[src/rtl/cidr_source_allowlist_defines.svh]
`ifndef CIDR_SOURCE_ALLOWLIST_DEFINES_SVH
`define CIDR_SOURCE_ALLOWLIST_DEFINES_SVH

// Same-cycle implication, checked outside reset.
`define CSA_ASSERT_IMPLY(label, clk, rst, ante, cons) \
  label: assert property (@(posedge clk) disable iff (rst) (ante) |-> (cons)) \
    else $error("csa: implication check failed");

// Next-cycle implication, checked outside reset.
`define CSA_ASSERT_NEXT(label, clk, rst, ante, cons) \
  label: assert property (@(posedge clk) disable iff (rst) (ante) |=> (cons)) \
    else $error("csa: next-cycle check failed");

`endif

[src/rtl/csa_pkg.sv]
`timescale 1ns / 1ps
`default_nettype none

package csa_pkg;

  localparam int TABLE_DEPTH_DEF = 64;

  localparam int ADDR_W  = 64;
  localparam int IDX_W   = 6;
  localparam int PLEN_W  = 8;
  localparam int LEN_W   = 7;
  localparam int COUNT_W = 7;
  localparam int CMP_W   = 9;
  localparam int CFG_W   = 7;

  localparam logic [PLEN_W-1:0] PLEN_V6   = 8'd128;
  localparam logic [PLEN_W-1:0] PLEN_HALF = 8'd64;
  localparam logic [PLEN_W-1:0] PLEN_V4   = 8'd32;

  typedef enum logic [2:0] {
    VERDICT_MATCHED     = 3'd0,
    VERDICT_EMPTY_LOCAL = 3'd1,
    VERDICT_EMPTY_NET   = 3'd2,
    VERDICT_NO_PEER     = 3'd3,
    VERDICT_NO_MATCH    = 3'd4,
    VERDICT_WRITTEN     = 3'd5
  } verdict_t;

  typedef enum logic [0:0] {
    CFG_ENTRY_COUNT    = 1'b0,
    CFG_LISTENER_LOCAL = 1'b1
  } cfg_reg_t;

  typedef enum logic [1:0] {
    ST_IDLE,
    ST_SCAN,
    ST_DONE
  } state_t;

  // Stored entry: address and the mask lengths for each 64-bit half.
  typedef struct packed {
    logic [ADDR_W-1:0] hi;
    logic [ADDR_W-1:0] lo;
    logic              v6;
    logic [LEN_W-1:0]  len_hi;
    logic [LEN_W-1:0]  len_lo;
  } csa_entry_t;

  typedef struct packed {
    logic             en;
    logic [IDX_W-1:0] index;
    csa_entry_t       entry;
  } csa_wr_t;

  typedef struct packed {
    logic [ADDR_W-1:0] hi;
    logic [ADDR_W-1:0] lo;
    logic              v6;
  } csa_probe_t;

  typedef struct packed {
    logic count_zero;
    logic listener_local;
    logic scan_done;
    logic scan_hit;
  } csa_status_t;

  // Top len bits set, len in 0..64.
  function automatic logic [ADDR_W-1:0] top_mask(input logic [LEN_W-1:0] len);
    logic [ADDR_W-1:0] m;
    for (int b = 0; b < ADDR_W; b++) begin
      m[ADDR_W-1-b] = (LEN_W'(b) < len);
    end
    return m;
  endfunction

endpackage

`default_nettype wire

[src/rtl/csa_cell.sv]
`timescale 1ns / 1ps
`default_nettype none

module csa_cell #(
  parameter int CELL_INDEX = 0
) (
  input  wire logic                       clk,
  input  wire logic                       rst,
  input  wire logic                       tok_in,
  input  wire logic                       hit_in,
  input  wire logic [csa_pkg::COUNT_W-1:0] count,
  input  wire csa_pkg::csa_wr_t           wr,
  input  wire csa_pkg::csa_probe_t        probe,
  output logic                            tok_out,
  output logic                            hit_out
);
  import csa_pkg::*;

  csa_entry_t entry;
  logic       sel;
  logic       active;
  logic       match;

  assign sel    = (CMP_W'(wr.index) == CMP_W'(CELL_INDEX));
  assign active = (CMP_W'(count) > CMP_W'(CELL_INDEX));

  assign match = (entry.v6 == probe.v6)
              && (((probe.hi ^ entry.hi) & top_mask(entry.len_hi)) == '0)
              && (((probe.lo ^ entry.lo) & top_mask(entry.len_lo)) == '0);

  always_ff @(posedge clk) begin
    if (wr.en && sel) begin
      entry <= wr.entry;
    end
  end

  // Pass the token one cell per cycle, folding in this slot's compare.
  always_ff @(posedge clk) begin
    if (rst) begin
      tok_out <= 1'b0;
    end else begin
      tok_out <= tok_in;
    end
  end

  always_ff @(posedge clk) begin
    hit_out <= hit_in | (tok_in & active & match);
  end

endmodule

`default_nettype wire

[config.mk]
export PLATFORM = sky130hd
export DESIGN_NAME = csa_cell
export DESIGN_NICKNAME = d
export VERILOG_FILES = /design/src/rtl/cidr_source_allowlist_defines.svh /design/src/rtl/csa_pkg.sv /design/src/rtl/csa_cell.sv
export SDC_FILE = /design/constraint.sdc
export NUM_CORES = 1
export LEC_CHECK = 0
export ABC_CLOCK_PERIOD_IN_PS = 5160
export BUFFER_PORTS_ARGS = -buffer_cell sky130_fd_sc_hd__buf_2
export CAP_MARGIN = 30
export CELL_PAD_IN_SITES_DETAIL_PLACEMENT = 1
export CELL_PAD_IN_SITES_GLOBAL_PLACEMENT = 2
export CORE_UTILIZATION = 27
export DETAILED_ROUTE_END_ITERATION = 6
export GPL_ROUTABILITY_DRIVEN = 0
export PLACE_DENSITY = 0.79
export SLEW_MARGIN = 20
export SYNTH_ARGS = -nofsm -noshare
export SYNTH_HDL_FRONTEND = slang
export SYNTH_SLANG_ARGS = --single-unit
[constraint.sdc]
create_clock -name clk -period 5.16 [get_ports clk]
set_input_delay 0.774 -clock clk [delete_from_list [all_inputs] [get_ports clk]]
set_output_delay 0.774 -clock clk [all_outputs]
set_load 0.03 [all_outputs]
Word-level counts from Yosys, hierarchy flattened
Index checks and enable logic that the tools add are counted.

Flip-flop bits (word level): 145. Input bits: 290. Logic and storage cells: 150.

Order comparisons: 129. Equal/unequal tests: 1. Bitwise operators: 7. Reductions and logical operators: 6.

Operators with widths (number): 6-bit by 7-bit < comparator with 1-bit output (first input constant) (64); 5-bit by 7-bit < comparator with 1-bit output (first input constant) (32); 64-bit AND (2); 64-bit zero test (2); 64-bit XOR (2); 4-bit by 7-bit < comparator with 1-bit output (first input constant) (16); 3-bit by 7-bit < comparator with 1-bit output (first input constant) (8); 1-bit by 7-bit < comparator with 1-bit output (first input constant) (4); 2-bit by 7-bit < comparator with 1-bit output (first input constant) (4); 7-bit by 1-bit greater-than comparator with 1-bit output (second input constant) (1); 6-bit zero test (1); 1-bit logical AND (3); 1-bit AND (2); 1-bit == test (1); 1-bit bitwise OR (1).

Depth between registers and ports, before layout
Word-level depth: 7. Gate-level depth with buffers: 8.

Worst setup path after synthesis
No wires, ideal clock.

Path type: input to register. Start point: input port wr[146] (netlist bit). End point: register entry[0] (netlist bit) (enable). Arrival time: 4.370 ns. Data required time: 4.639 ns. Path slack: 0.269 ns. Stages: 2. Cells stage by stage: nor4_1 > and3_1.

Word-level cells in the longest chain between the ends: 2.

RTL lines: from (decl) (line csa_cell.sv:12) `input wire csa_pkg::csa_wr_t wr,`; 6-bit zero test (line csa_cell.sv:24) `assign sel = (CMP_W'(wr.index) == CMP_W'(CELL_INDEX));`; 1-bit logical AND (line csa_cell.sv:32) `if (wr.en && sel) begin`; to (signal assigned) (line csa_cell.sv:33) `entry <= wr.entry;`; to (decl) (line csa_cell.sv:19) `csa_entry_t entry;`.

No other way between the ends. A chain may end at the register's enable or synchronous reset.

Final worst setup path
Start point: register entry[13] (netlist bit). End point: register hit_out.

Word-level cells in the longest chain between the ends: 7. Elaborated cells between the ends (all ways): 70. Those cells by class: 64 x order compare; 3 x bitwise; 3 x reduce/logical.

RTL lines: 6-bit by 7-bit < comparator with 1-bit output, or another cell as far along (line csa_pkg.sv:72) `m[ADDR_W-1-b] = (LEN_W'(b) < len);`; 64-bit AND * (line csa_cell.sv:28) `&& (((probe.hi ^ entry.hi) & top_mask(entry.len_hi)) == '0)`; 64-bit zero test * (line csa_cell.sv:28); 1-bit logical AND * (line csa_cell.sv:28); 1-bit logical AND * (line csa_cell.sv:29) `&& (((probe.lo ^ entry.lo) & top_mask(entry.len_lo)) == '0);`; 1-bit AND * (line csa_cell.sv:47) `hit_out <= hit_in | (tok_in & active & match);`; 1-bit bitwise OR * (line csa_cell.sv:47); to (signal assigned) (line csa_cell.sv:47); to (decl) (line csa_cell.sv:15) `output logic hit_out`.

Every way passes the cells marked *; elsewhere a longest branch is shown, timed or not.

==> results.toml <==
[sta]
setup_violations = 0
fin_crit_ns = 2.95
clock-skew-final_ns = 0.00663
worst-slew-pin-transition_ns = 0.928
slew_headroom = 0.376
rsz0062_at_grt = "false"
fmax_ghz = 0.339
hold_viol_final = 0
final_cycle_utilization_of_the_critical_path = 0.572
sum_of_negative_setup_slack_ns = 0
drv_slew = 0

[worst_setup_path]
critPathArrivalTime_ns = 3.32
critical_path_class = "reg -> reg"
critical-path-slowest-cell = "or4b_4"
startpoint_type = "flop"
beginning_of_the_worst_register_to_register_path = "entry[13]"
cells_along_the_critical_path = "or4b_4 > o21ai_1 > nand4_1 > a21o_1 > a2111o_1 > nor4_1 > a41o_1"
crit_fanout = 19
regToRegSetupSlack_ns = 2.21
r2r_end = "hit_out"
crit_required_ns = 5.53
cp_slowest_stage_delay_ns = 0.67
critPathCaptureType = "flop"
ff2ff_path_depth = 7

[global_route]
global_route_wire_length_before_repair_mm = 35.0
first_global_vias = 6008
grt_overflow_total = 0
grt_antenna_before_repair = 4
largest_net_degree_at_the_start_of_global_routing = 80
grt_usage = 0.183

[place]
numPortBuffers = 291
placedInstanceArea_mm2 = 0.00886
detailed_place_hpwl_mm = 19.3

[cts]
cts_made_buffers = 17
number_of_buffers_added_to_fix_hold_violations_after_cts = 0
clock_pin_slew_on_the_worst_setup_and_hold_paths_ns = 0.06
root_cell_of_the_clock_tree = "clkbuf_16"
tritoncts = "built"
cts.sinks = 145
post_cts_resize_count = 0
ctsHtreeMaxLevel = 4
ctsLongestPathBuffers = 2
cts_post_setup_buffers_inserted = 0
insertion_delay_ns = 0.43

[synthesis]
syn_area_mm2 = 0.00704
ys_seq_elements = 145
synth_simple_gate_area_frac = 0.0832
postSynth.asyncResetShare = 0
synth_fa_ha_area_frac = 0.00569
synth_warn = 0
postSynthCellCount = 551
synth_compound_gate_area_share = 0.124
postSynthAreaPerCell_um2 = 12.8
synthMuxAreaShare = 0
synth_xor_xnor_area_share = 0.158
dominant_combinational_cell_family_by_area_after_synthesis = "XOR/XNOR gates"
synth_enable_flop_cells = 143
mappedNetlistNets = 841
seq_area_frac_synth = 0.616
yosys_most_used_dff = "edfxtp_1"
netlist-cell-type-count = 57

[route]
drt_pre_antenna_iters = 5
totalWireLength_mm = 24.5
detail_route.wl_per_cell_um = 20.6
ant_nets = 0
drt-initial-drc-count = 259
number_of_remaining_drc_errors = 0
route.detailed.vias_per_inst = 4.68
vias = 5567

[floorplan]
pin_count = 292
floorplan.initialDensity = 0.277
rows = 58
die_height_um = 163
die_area_mm2 = 0.0267
core_mm2 = 0.0254
floorplan.die.width_um = 163

[power_and_ir_drop]
intPower_w = 0.00213
power_frac_seq = 0.477
p_leak_nw = 3.56
clock_share_of_power = 0.439
sw_frac_of_total = 0.223
comb_power_share = 0.084
switching_power_w = 0.000611
power.density_cell_area_mw_per_mm2 = 291
max-vdd-ir-drop_mv = 0.167

[cells_and_area]
mostFrequentLayoutCell = "buf_2"
number_of_nets_in_the_finished_design = 1135
proportion_of_layout_cells_with_a_drive_suffix_above_1 = 0.379
area_growth_pct = 33.8
final_cell_mix = "292 x buf_2, 143 x edfxtp_1, 65 x xnor2_1"
design_area_mm2 = 0.00942
n_fill_cell = 2879

[job]
max_cap_violations = 0

[hold_path]
min_from = "rst"
worst_hold_path.num_cells = 2
worst_hold_path_ep = "tok_out"
holdCritPathClass = "in -> reg"

[outcome]
status = "completed"
[per-layer routing]
| layer | part of all wire | vias to the layer above | global-route usage |
|---|---|---|---|
| li1 | - | 2680 | - |
| met1 | 0.39 | 2707 | 0.208 |
| met2 | 0.54 | 162 | 0.335 |
| met3 | 0.051 | 18 | 0.0366 |
| met4 | 0.013 | 0 | 0.0694 |
| met5 | 0 | - | 0 |
[cells by family (layout without fill, tap and decap cells)]
logic type,after synthesis,after routing
other,0,4
and+or+nand+nor,103,103
xor gates and xnor gates,127,127
AOI/OAI and AO/OA,150,150
DFF,145,145
adders and majority gates,4,4
buffers and inverters,22,327
[synth_stat cells, types with 3 or more instances]
| cell | number | area (um^2) |
|---|---|---|
| edfxtp_1 | 143 | 4290 |
| xnor2_1 | 65 | 569 |
| xor2_1 | 62 | 543 |
| a21oi_1 | 53 | 265 |
| o21ai_0 | 33 | 165 |
| nor2_1 | 25 | 93.8 |
| o21ai_1 | 18 | 90.1 |
| nand2_1 | 17 | 63.8 |
| nor4_1 | 13 | 81.3 |
| clkbuf_1 | 12 | 45.0 |
| nor3_1 | 12 | 60.1 |
| a31oi_1 | 8 | 50.1 |
| o22ai_1 | 8 | 50.1 |
| a211oi_1 | 4 | 30.0 |
| a21o_1 | 4 | 30.0 |
| inv_1 | 4 | 15.0 |
| maj3_1 | 4 | 40.0 |
| nand3_1 | 4 | 20.0 |
| or2_1 | 4 | 25.0 |
| and3_1 | 3 | 18.8 |
| buf_2 | 3 | 15.0 |
| nand4_1 | 3 | 18.8 |
| nand4bb_1 | 3 | 33.8 |
[worst max-delay path by stage]
| stage | from | end | slack [ns] | cells past startpoint |
|---|---|---|---|---|
| final | entry[13] | hit_out | 2.21 | 7 |
| after global routing | entry[13] | hit_out | 1.93 | 7 |
| after CTS | entry[13] | hit_out | 2.21 | 7 |
| after detailed placement | wr[146] | entry[123] | 2.25 | 4 |
| after global placement | entry[2] | hit_out | 2.15 | 6 |
| after floorplan | wr[146] | entry[0] | 0.27 | 2 |
[state kept, by name, indices dropped and copies added, names as in the netlist]
signal	flops
hit_out	1
tok_out	1
entry	143
[through the flow]
step	hold WS [ns]	power [W]	worst slack (ns)	cells	util
6_report	0.491	0.00274	2.21	1190	0.371
3_3_place_gp	0.929	0.00156	2.15	1155	0.349
5_1_grt	0.477	0.00284	1.93	1190	0.371
3_5_place_dp	0.937	0.00157	2.25	1156	0.349
2_1_floorplan	0.817	0.00141	0.269	551	-
4_1_cts	0.477	0.00278	2.21	1186	0.371
[layout make-up]
type / instances / area [um^2] / area share
well taps: 330 / 413 / 0.0438
repair buffers: 293 / 1480 / 0.157
diodes: 4 / 10.0 / 0.00106
clock inverters: 11 / 118 / 0.0125
inverters: 4 / 15.0 / 0.00159
multi-input cells: 384 / 2620 / 0.278
flip-flops and latches: 145 / 4330 / 0.460
clock buffers: 19 / 433 / 0.0459
[power groups by stage]
stage                     clock [W]  combinational [W]  sequential, W
after floorplan                   0          0.0000791        0.00133
after global placement            0           0.000228        0.00133
after detailed placement          0           0.000232        0.00133
after CTS                   0.00123           0.000235        0.00131
after global routing        0.00127           0.000253        0.00131
final                       0.00120           0.000231        0.00131
[critical path, delay by kind of cell (launching register included)]
| family | cells | cell delay (ns) |
|---|---|---|
| simple gates | 3 | 1.20 |
| compound gates | 4 | 1.03 |
| flops | 1 | 0.66 |
No activity file was read; power rests on OpenSTA's default activity.
