## src/rtl/cidr_source_allowlist_defines.svh

```systemverilog
`ifndef CIDR_SOURCE_ALLOWLIST_DEFINES_SVH
`define CIDR_SOURCE_ALLOWLIST_DEFINES_SVH

// Same-cycle implication, checked outside reset.
`define CSA_ASSERT_IMPLY(label, clk, rst, ante, cons) \
  label: assert property (@(posedge clk) disable iff (rst) (ante) |-> (cons)) \
    else $error("csa: implication check failed");

// Next-cycle implication, checked outside reset.
`define CSA_ASSERT_NEXT(label, clk, rst, ante, cons) \
  label: assert property (@(posedge clk) disable iff (rst) (ante) |=> (cons)) \
    else $error("csa: next-cycle check failed");

`endif

```

## src/rtl/csa_pkg.sv

```systemverilog
`timescale 1ns / 1ps
`default_nettype none

package csa_pkg;

  localparam int TABLE_DEPTH_DEF = 64;

  localparam int ADDR_W  = 64;
  localparam int IDX_W   = 6;
  localparam int PLEN_W  = 8;
  localparam int LEN_W   = 7;
  localparam int COUNT_W = 7;
  localparam int CMP_W   = 9;
  localparam int CFG_W   = 7;

  localparam logic [PLEN_W-1:0] PLEN_V6   = 8'd128;
  localparam logic [PLEN_W-1:0] PLEN_HALF = 8'd64;
  localparam logic [PLEN_W-1:0] PLEN_V4   = 8'd32;

  typedef enum logic [2:0] {
    VERDICT_MATCHED     = 3'd0,
    VERDICT_EMPTY_LOCAL = 3'd1,
    VERDICT_EMPTY_NET   = 3'd2,
    VERDICT_NO_PEER     = 3'd3,
    VERDICT_NO_MATCH    = 3'd4,
    VERDICT_WRITTEN     = 3'd5
  } verdict_t;

  typedef enum logic [0:0] {
    CFG_ENTRY_COUNT    = 1'b0,
    CFG_LISTENER_LOCAL = 1'b1
  } cfg_reg_t;

  typedef enum logic [1:0] {
    ST_IDLE,
    ST_SCAN,
    ST_DONE
  } state_t;

  // Stored entry: address and the mask lengths for each 64-bit half.
  typedef struct packed {
    logic [ADDR_W-1:0] hi;
    logic [ADDR_W-1:0] lo;
    logic              v6;
    logic [LEN_W-1:0]  len_hi;
    logic [LEN_W-1:0]  len_lo;
  } csa_entry_t;

  typedef struct packed {
    logic             en;
    logic [IDX_W-1:0] index;
    csa_entry_t       entry;
  } csa_wr_t;

  typedef struct packed {
    logic [ADDR_W-1:0] hi;
    logic [ADDR_W-1:0] lo;
    logic              v6;
  } csa_probe_t;

  typedef struct packed {
    logic count_zero;
    logic listener_local;
    logic scan_done;
    logic scan_hit;
  } csa_status_t;

  // Top len bits set, len in 0..64.
  function automatic logic [ADDR_W-1:0] top_mask(input logic [LEN_W-1:0] len);
    logic [ADDR_W-1:0] m;
    for (int b = 0; b < ADDR_W; b++) begin
      m[ADDR_W-1-b] = (LEN_W'(b) < len);
    end
    return m;
  endfunction

endpackage

`default_nettype wire

```

## src/rtl/csa_ctrl.sv

```systemverilog
`timescale 1ns / 1ps
`default_nettype none

module csa_ctrl (
  input  wire logic                 clk,
  input  wire logic                 rst,
  input  wire logic                 item_valid,
  input  wire logic                 mode,
  input  wire logic                 peer_present,
  input  wire csa_pkg::csa_status_t status,
  input  wire logic                 result_stall,
  output logic                      item_stall,
  output logic                      inject,
  output logic                      launch,
  output logic                      result_valid,
  output logic                      allowed,
  output logic [2:0]                verdict
);
  import csa_pkg::*;

  state_t   state;
  state_t   state_next;
  logic     accept;
  logic     out_free;
  logic     load;
  logic     load_allowed;
  verdict_t load_verdict;
  logic     hit_q;
  verdict_t verdict_q;

  assign out_free = ~result_valid | ~result_stall;
  assign accept   = item_valid & ~item_stall;
  assign verdict  = verdict_q;

  always_comb begin
    state_next = state;
    case (state)
      ST_IDLE: begin
        if (inject) begin
          state_next = ST_SCAN;
        end
      end
      ST_SCAN: begin
        if (status.scan_done) begin
          state_next = ST_DONE;
        end
      end
      ST_DONE: begin
        if (out_free) begin
          state_next = ST_IDLE;
        end
      end
      default: state_next = ST_IDLE;
    endcase
  end

  always_comb begin
    item_stall   = (state != ST_IDLE) | (result_valid & result_stall);
    inject       = 1'b0;
    load         = 1'b0;
    load_allowed = 1'b0;
    load_verdict = VERDICT_NO_MATCH;
    case (state)
      ST_IDLE: begin
        if (accept) begin
          if (mode) begin
            load         = 1'b1;
            load_verdict = VERDICT_WRITTEN;
          end else if (status.count_zero) begin
            load         = 1'b1;
            load_allowed = status.listener_local;
            load_verdict = status.listener_local ? VERDICT_EMPTY_LOCAL : VERDICT_EMPTY_NET;
          end else if (!peer_present) begin
            load         = 1'b1;
            load_verdict = VERDICT_NO_PEER;
          end else begin
            inject = 1'b1;
          end
        end
      end
      ST_DONE: begin
        if (out_free) begin
          load         = 1'b1;
          load_allowed = hit_q;
          load_verdict = hit_q ? VERDICT_MATCHED : VERDICT_NO_MATCH;
        end
      end
      default: ;
    endcase
  end

  always_ff @(posedge clk) begin
    if (rst) begin
      state        <= ST_IDLE;
      result_valid <= 1'b0;
      launch       <= 1'b0;
    end else begin
      state  <= state_next;
      launch <= inject;
      if (load) begin
        result_valid <= 1'b1;
      end else if (!result_stall) begin
        result_valid <= 1'b0;
      end
    end
  end

  // Hold the result beat until the far side takes it.
  always_ff @(posedge clk) begin
    if (load) begin
      allowed   <= load_allowed;
      verdict_q <= load_verdict;
    end
    if (state == ST_SCAN && status.scan_done) begin
      hit_q <= status.scan_hit;
    end
  end

endmodule

`default_nettype wire

```

## config.mk

```make
export PLATFORM = sky130hd
export DESIGN_NAME = csa_ctrl
export DESIGN_NICKNAME = d
export VERILOG_FILES = /design/src/rtl/cidr_source_allowlist_defines.svh /design/src/rtl/csa_pkg.sv /design/src/rtl/csa_ctrl.sv
export SDC_FILE = /design/constraint.sdc
export NUM_CORES = 1
export LEC_CHECK = 0
export ABC_AREA = 1
export BUFFER_PORTS_ARGS = -buffer_cell sky130_fd_sc_hd__buf_2
export CORE_AREA = 4 4 41 43
export CTS_BUF_LIST = sky130_fd_sc_hd__clkbuf_16
export CTS_CLUSTER_DIAMETER = 80
export DETAILED_ROUTE_END_ITERATION = 16
export DIE_AREA = 0 0 45 47
export GPL_ROUTABILITY_DRIVEN = 0
export GPL_TIMING_DRIVEN = 0
export PLACE_DENSITY = 0.59
export SLEW_MARGIN = 20
export SYNTH_ARGS = -nofsm -noshare
export SYNTH_HDL_FRONTEND = slang
export SYNTH_SLANG_ARGS = --single-unit
```

## constraint.sdc

```tcl
create_clock -name clk -period 1.21 [get_ports clk]
set_input_delay 0 -clock clk [delete_from_list [all_inputs] [get_ports clk]]
set_output_delay 0 -clock clk [all_outputs]
set_load 0.01 [all_outputs]
```

* Yosys cells after proc, flatten, opt, wreduce, memory -nomap -nowiden
Cells that the tools add are included.
** Word-level totals
- Flip-flop bits (word level) :: 9
- Input port bits :: 10
- Output and inout port bits :: 8
- Word-level logic and storage cells :: 53
** Cells by class
- Eq/ne operators :: 6
- Mux-type cells :: 30
- Bitwise logic cells :: 7
- Reductions and logical operators :: 4
** Operators with widths (number)
- $mux 3 :: 6
- $mux 1 :: 16
- $mux 2 :: 4
- $ne 2x2->1 const B :: 3
- $pmux 2 s3 :: 1
- $pmux 3 s2 :: 1
- $pmux 1 s2 :: 2
- $not 1->1 :: 3
- $reduce_and 3->1 :: 1
- $and 1x1->1 :: 2
- $eq 2x1->1 const B :: 1
- $eq 2x2->1 const B :: 1
- $logic_not 2->1 :: 1
- $ne 2x1->1 const B :: 1
- $or 1x1->1 :: 2
- $reduce_bool 2->1 :: 1
- $logic_and 1x1->1 :: 1

* Depth between registers and ports, before layout
- Word-level depth :: 8
- Mapped depth :: 7
- Gate-level depth less buffers :: 7

* Least setup slack after synthesis
No wires, ideal clock.
- Kind :: flip-flop to flip-flop
- Start point :: register state[1]
- End point :: register allowed, enable pin
- Setup time :: 0.361 ns
- Data arrival time :: 0.867 ns
- Required time :: 0.849 ns
- Slack :: -0.019 ns
- Stages on the path, launching flop included :: 6
- Path buffers :: 0
- Clock period less this slack :: 1.229 ns
- Path through :: dfxtp_1 nor2_2 nand2_1 nor2_1 nand2_1 o21ai_0
** On the way
- Cells in the longest elaborated chain, start to end :: 6
- Elaborated cells between the ends (all ways) :: 8
- Those cells by class :: 1 x eq/ne; 2 x mux; 3 x bitwise; 2 x reduce/logical
** Ends and longest elaborated chain
- from (decl) :: RTL line csa_ctrl.sv:21 : state_t state;
- from (signal assigned) :: RTL line csa_ctrl.sv:98 : state <= state_next;
- $reduce_bool 2->1 :: RTL line csa_ctrl.sv:58 : item_stall = (state != ST_IDLE) | (result_valid & result_stall);
- $or 1x1->1 :: RTL line csa_ctrl.sv:58
- via item_stall :: RTL line csa_ctrl.sv:12 : output logic item_stall,
- $not 1->1 :: RTL line csa_ctrl.sv:32 : assign accept = item_valid & ~item_stall;
- $and 1x1->1 :: RTL line csa_ctrl.sv:32
- $mux 1 :: RTL line csa_ctrl.sv:65 : if (accept) begin
- $pmux 1 s2 :: RTL line csa_ctrl.sv:63 : case (state)
- via load :: RTL line csa_ctrl.sv:25 : logic load;
- to (signal assigned) :: RTL line csa_ctrl.sv:111 : allowed <= load_allowed;
- to (decl) :: RTL line csa_ctrl.sv:16 : output logic allowed,
The timed path passes the listed nets, and every way through them passes these cells.
A chain may end at the register's enable or synchronous reset.

* Worst setup path after layout
- Start point :: register state[0]
- End point :: output port inject
** On the way
- Cells in the longest elaborated chain, start to end :: 6
- Elaborated cells between the ends (all ways) :: 7
- Those cells by class :: 2 x mux; 3 x bitwise; 2 x reduce/logical
** Ends and longest elaborated chain
- $reduce_bool 2->1 :: RTL line csa_ctrl.sv:58
- $or 1x1->1 :: RTL line csa_ctrl.sv:58
- $not 1->1 :: RTL line csa_ctrl.sv:32
- $and 1x1->1 :: RTL line csa_ctrl.sv:32
- $mux 1 :: RTL line csa_ctrl.sv:65
- $mux 1 * :: RTL line csa_ctrl.sv:63
- to (decl) :: RTL line csa_ctrl.sv:13 : output logic inject,
Mark *: on every way between the ends. The rest lies on a longest branch, timed or not.

==> metrics.md <==
| Metric | Value |
|---|---|
| Total Routing Usage GR | 10.2% |
| Warnings from Yosys | 0 |
| Area post-placement | around 530 sq um |
| Worst-path maximum fanout | 3 |
| Register area share after synthesis | between 50% and 60% |
| First-pass GRT wire length | 1.44 mm |
| Max Root-Sink Buffers | 2 |
| Setup slack, reg-to-reg | 0.09 ns |
| Die H | 47 um |
| Final setup viols | 0 |
| Most frequent CP cell | nor2_4 |
| First drt pass iteration count | 4 |
| Slew headroom | 82.9% |
| Vias in the first global route | between 300 and 400 |
| Yosys reg bits | 9 |
| CTS Buf Count | 3 |
| Row count | 13 |
| Final hold vios | 0 |
| Nets@finish | between 80 and 90 |
| Slowest stage delay, CP | 0.32 ns |
| Ranking of synthesized cells by area | edfxtp_1 35%, dfxtp_1 19%, inv_1 11%, nand2_1 7.9%, nor2_1 5.3% |
| Final worst slack | just over 0.06 ns |
| Min-Delay Path Class | in -> reg |
| Worst skew pair latency | about 0.23 ns |
| Synth top area share | 35.2% |
| 1st-iter DRT viols | 6 |
| Die ar. | around 2100 sq um |
| Initial antenna violation count | 0 |
| Avg WL per Cell | 9.66 um |
| Crit-path cells | nor2_4 -> nand3_2 -> nor2_4 -> nand2_2 -> inv_2 -> buf_6 |
| Fmax achieved | 870 MHz |
| Critical Path RT | 1.21 ns |
| Critical setup path kind | reg -> out |
| Area Overhead vs Synth | 57.2% |
| Routed WL | 879 um |
| Util after Layout | 51.5% |
| Number of I/O port buffers | 17 |
| CP bufs+invs | 2 |
| Post-layout power | 1.02 mW |
| Root Buffer | clkbuf_16 |
| Most common cell after layout, fill and taps aside | buf_2 |
| Starting Density | 32.8% |
| Slowest CP cell | dfxtp_2 |
| Post-DP HPWL | between 600 and 700 um |
| Slew Limit Fails | 0 |
| ANT cells | 0 |
| Worst-margin pin slew | 0.255 ns |
| Final ANT Viol Nets | 0 |
| Most frequent cells in the layout | 16 x buf_2, 12 x inv_1, 9 x nand2_1 |
| Max-cap violations | 0 |
| H-tree level count | 1 |
| Remaining Overflow, GRT | 0 |
| RSZ-0062 raised after global routing | false |
| Die Width | 45 um |
| Clk sinks | 9 |
| Ports | 18 |
| Routed via count | 394 |
| Final period utilization | 95.0% |
| CTS clk-pin slew, worst paths | 0.04 ns |
| PwrDens | 1520 nW/um^2 |
| Core outline area | about 1300 sq um |
| Post-place setup slack | -0.0339 ns |
| Synthesized area per cell | between 8 and 9 sq um |
| Drt drc | 0 |
| Arrival @ worst endpoint | 1.15 ns |
| Mean number of vias per cell | 4.33 |
| Setup TNS Final | 0 ns |
| Final Skew | 0.000320 ns |
| Pleak | roughly 0.36 nW |
| Top Family by Delay on Critical Path | simple AND/OR/NAND/NOR gates |
| Post-synth net total | 60 |
| Finished layout cell area | 671 sq um |
| Outcome | completed |
| Cells after Synth | 50 |
| Yosys cell types | 16 |
| Startpoint Class | flip-flop |
| Max IR drop VDD | 0.00110 V |
| Layout cells sized above 1 | 44.7% |
| Largest net degree at the start of global routing | 6 |
| Leading area contributor after synthesis | edfxtp_1 |
| Fin crit period | 1.15 ns |
| Critical Path End Type | output port |
| Mapped Area | 427 sq um |
| CTS tree | built |
cells by family (layout without fill, tap and decap cells):
family / count (synthesis) / in the layout / share of synthesized area, %
AND/OR/NAND/NOR: 23 / 23 / 26.4
buffers and inverters: 12 / 38 / 10.6
flip-flops: 9 / 9 / 54.0
AO/OA/AOI/OAI: 6 / 6 / 9.09
worst register-to-register path: cells and delay by family (launching register included):
| family | cells | cell delay, ns |
|---|---|---|
| AND/OR/NAND/NOR | 4 | 0.36 |
| flip-flops | 1 | 0.32 |
| AO/OA/AOI/OAI | 1 | 0.12 |
synth_stat cells:
cell	n
a21boi_0	1
a21oi_1	2
a21oi_2	1
and3_1	1
dfxtp_1	4
edfxtp_1	5
inv_1	12
nand2_1	9
nand2_2	2
nand3_1	2
nand3_2	1
nor2_1	6
nor2_2	1
nor2_4	1
o21ai_0	1
o31ai_1	1
through the flow:
step / instances / hold WS [ns]
after floorplan: 50 / 0.0624
after global placement: 82 / 0.180
after detailed placement: 82 / 0.178
after CTS: 88 / 0.0524
after global routing: 91 / 0.0568
final: 91 / 0.0465
where the power goes:
part	internal (mW)	total (mW)	switching (mW)
sequential	0.342	0.346	0.00439
combinational	0.0492	0.107	0.0577
clock	0.431	0.567	0.136
cell type report:
type                    instances  area, sq um
repair buffers                 22          134
clock buffers                   3         75.1
clock inverters                 1         3.75
multi-input cells              29          160
flip-flops and latches          9          234
well taps                      15         18.8
fillers                       143          631
inverters                      12         45.0
what timing repair did:
| action | CTS | global route |
|---|---|---|
| hold buffers | 2 | 0 |
| buffers inserted | 0 | 3 |
| gates resized for setup | 1 | 6 |
| pin swaps | 0 | 4 |
| endpoints found under the setup margin | 4 | 5 |
| endpoints found under the hold margin | 4 | 0 |
state kept, by name, indices dropped and copies added, names as in the netlist:
name	count
verdict	3
state	2
allowed	1
hit_q	1
launch	1
result_valid	1
layer usage:
| layer | GRT usage (%) | part of all wire [%] |
|---|---|---|
| met3 | 8.05 | 13 |
| met2 | 18.1 | 53 |
| met1 | 8.56 | 33 |
| met4 | 3.51 | 0.91 |
| met5 | 0 | 0 |
path summary, 6_finish.rpt:
path / start / to / cells past startpoint
max: state[0] / inject / 6
min: status[1] / state[1] / 3
max reg2reg: state[0] / allowed / 5
min reg2reg: state[1] / state[0] / 3
(Power assumes the default switching activity.)
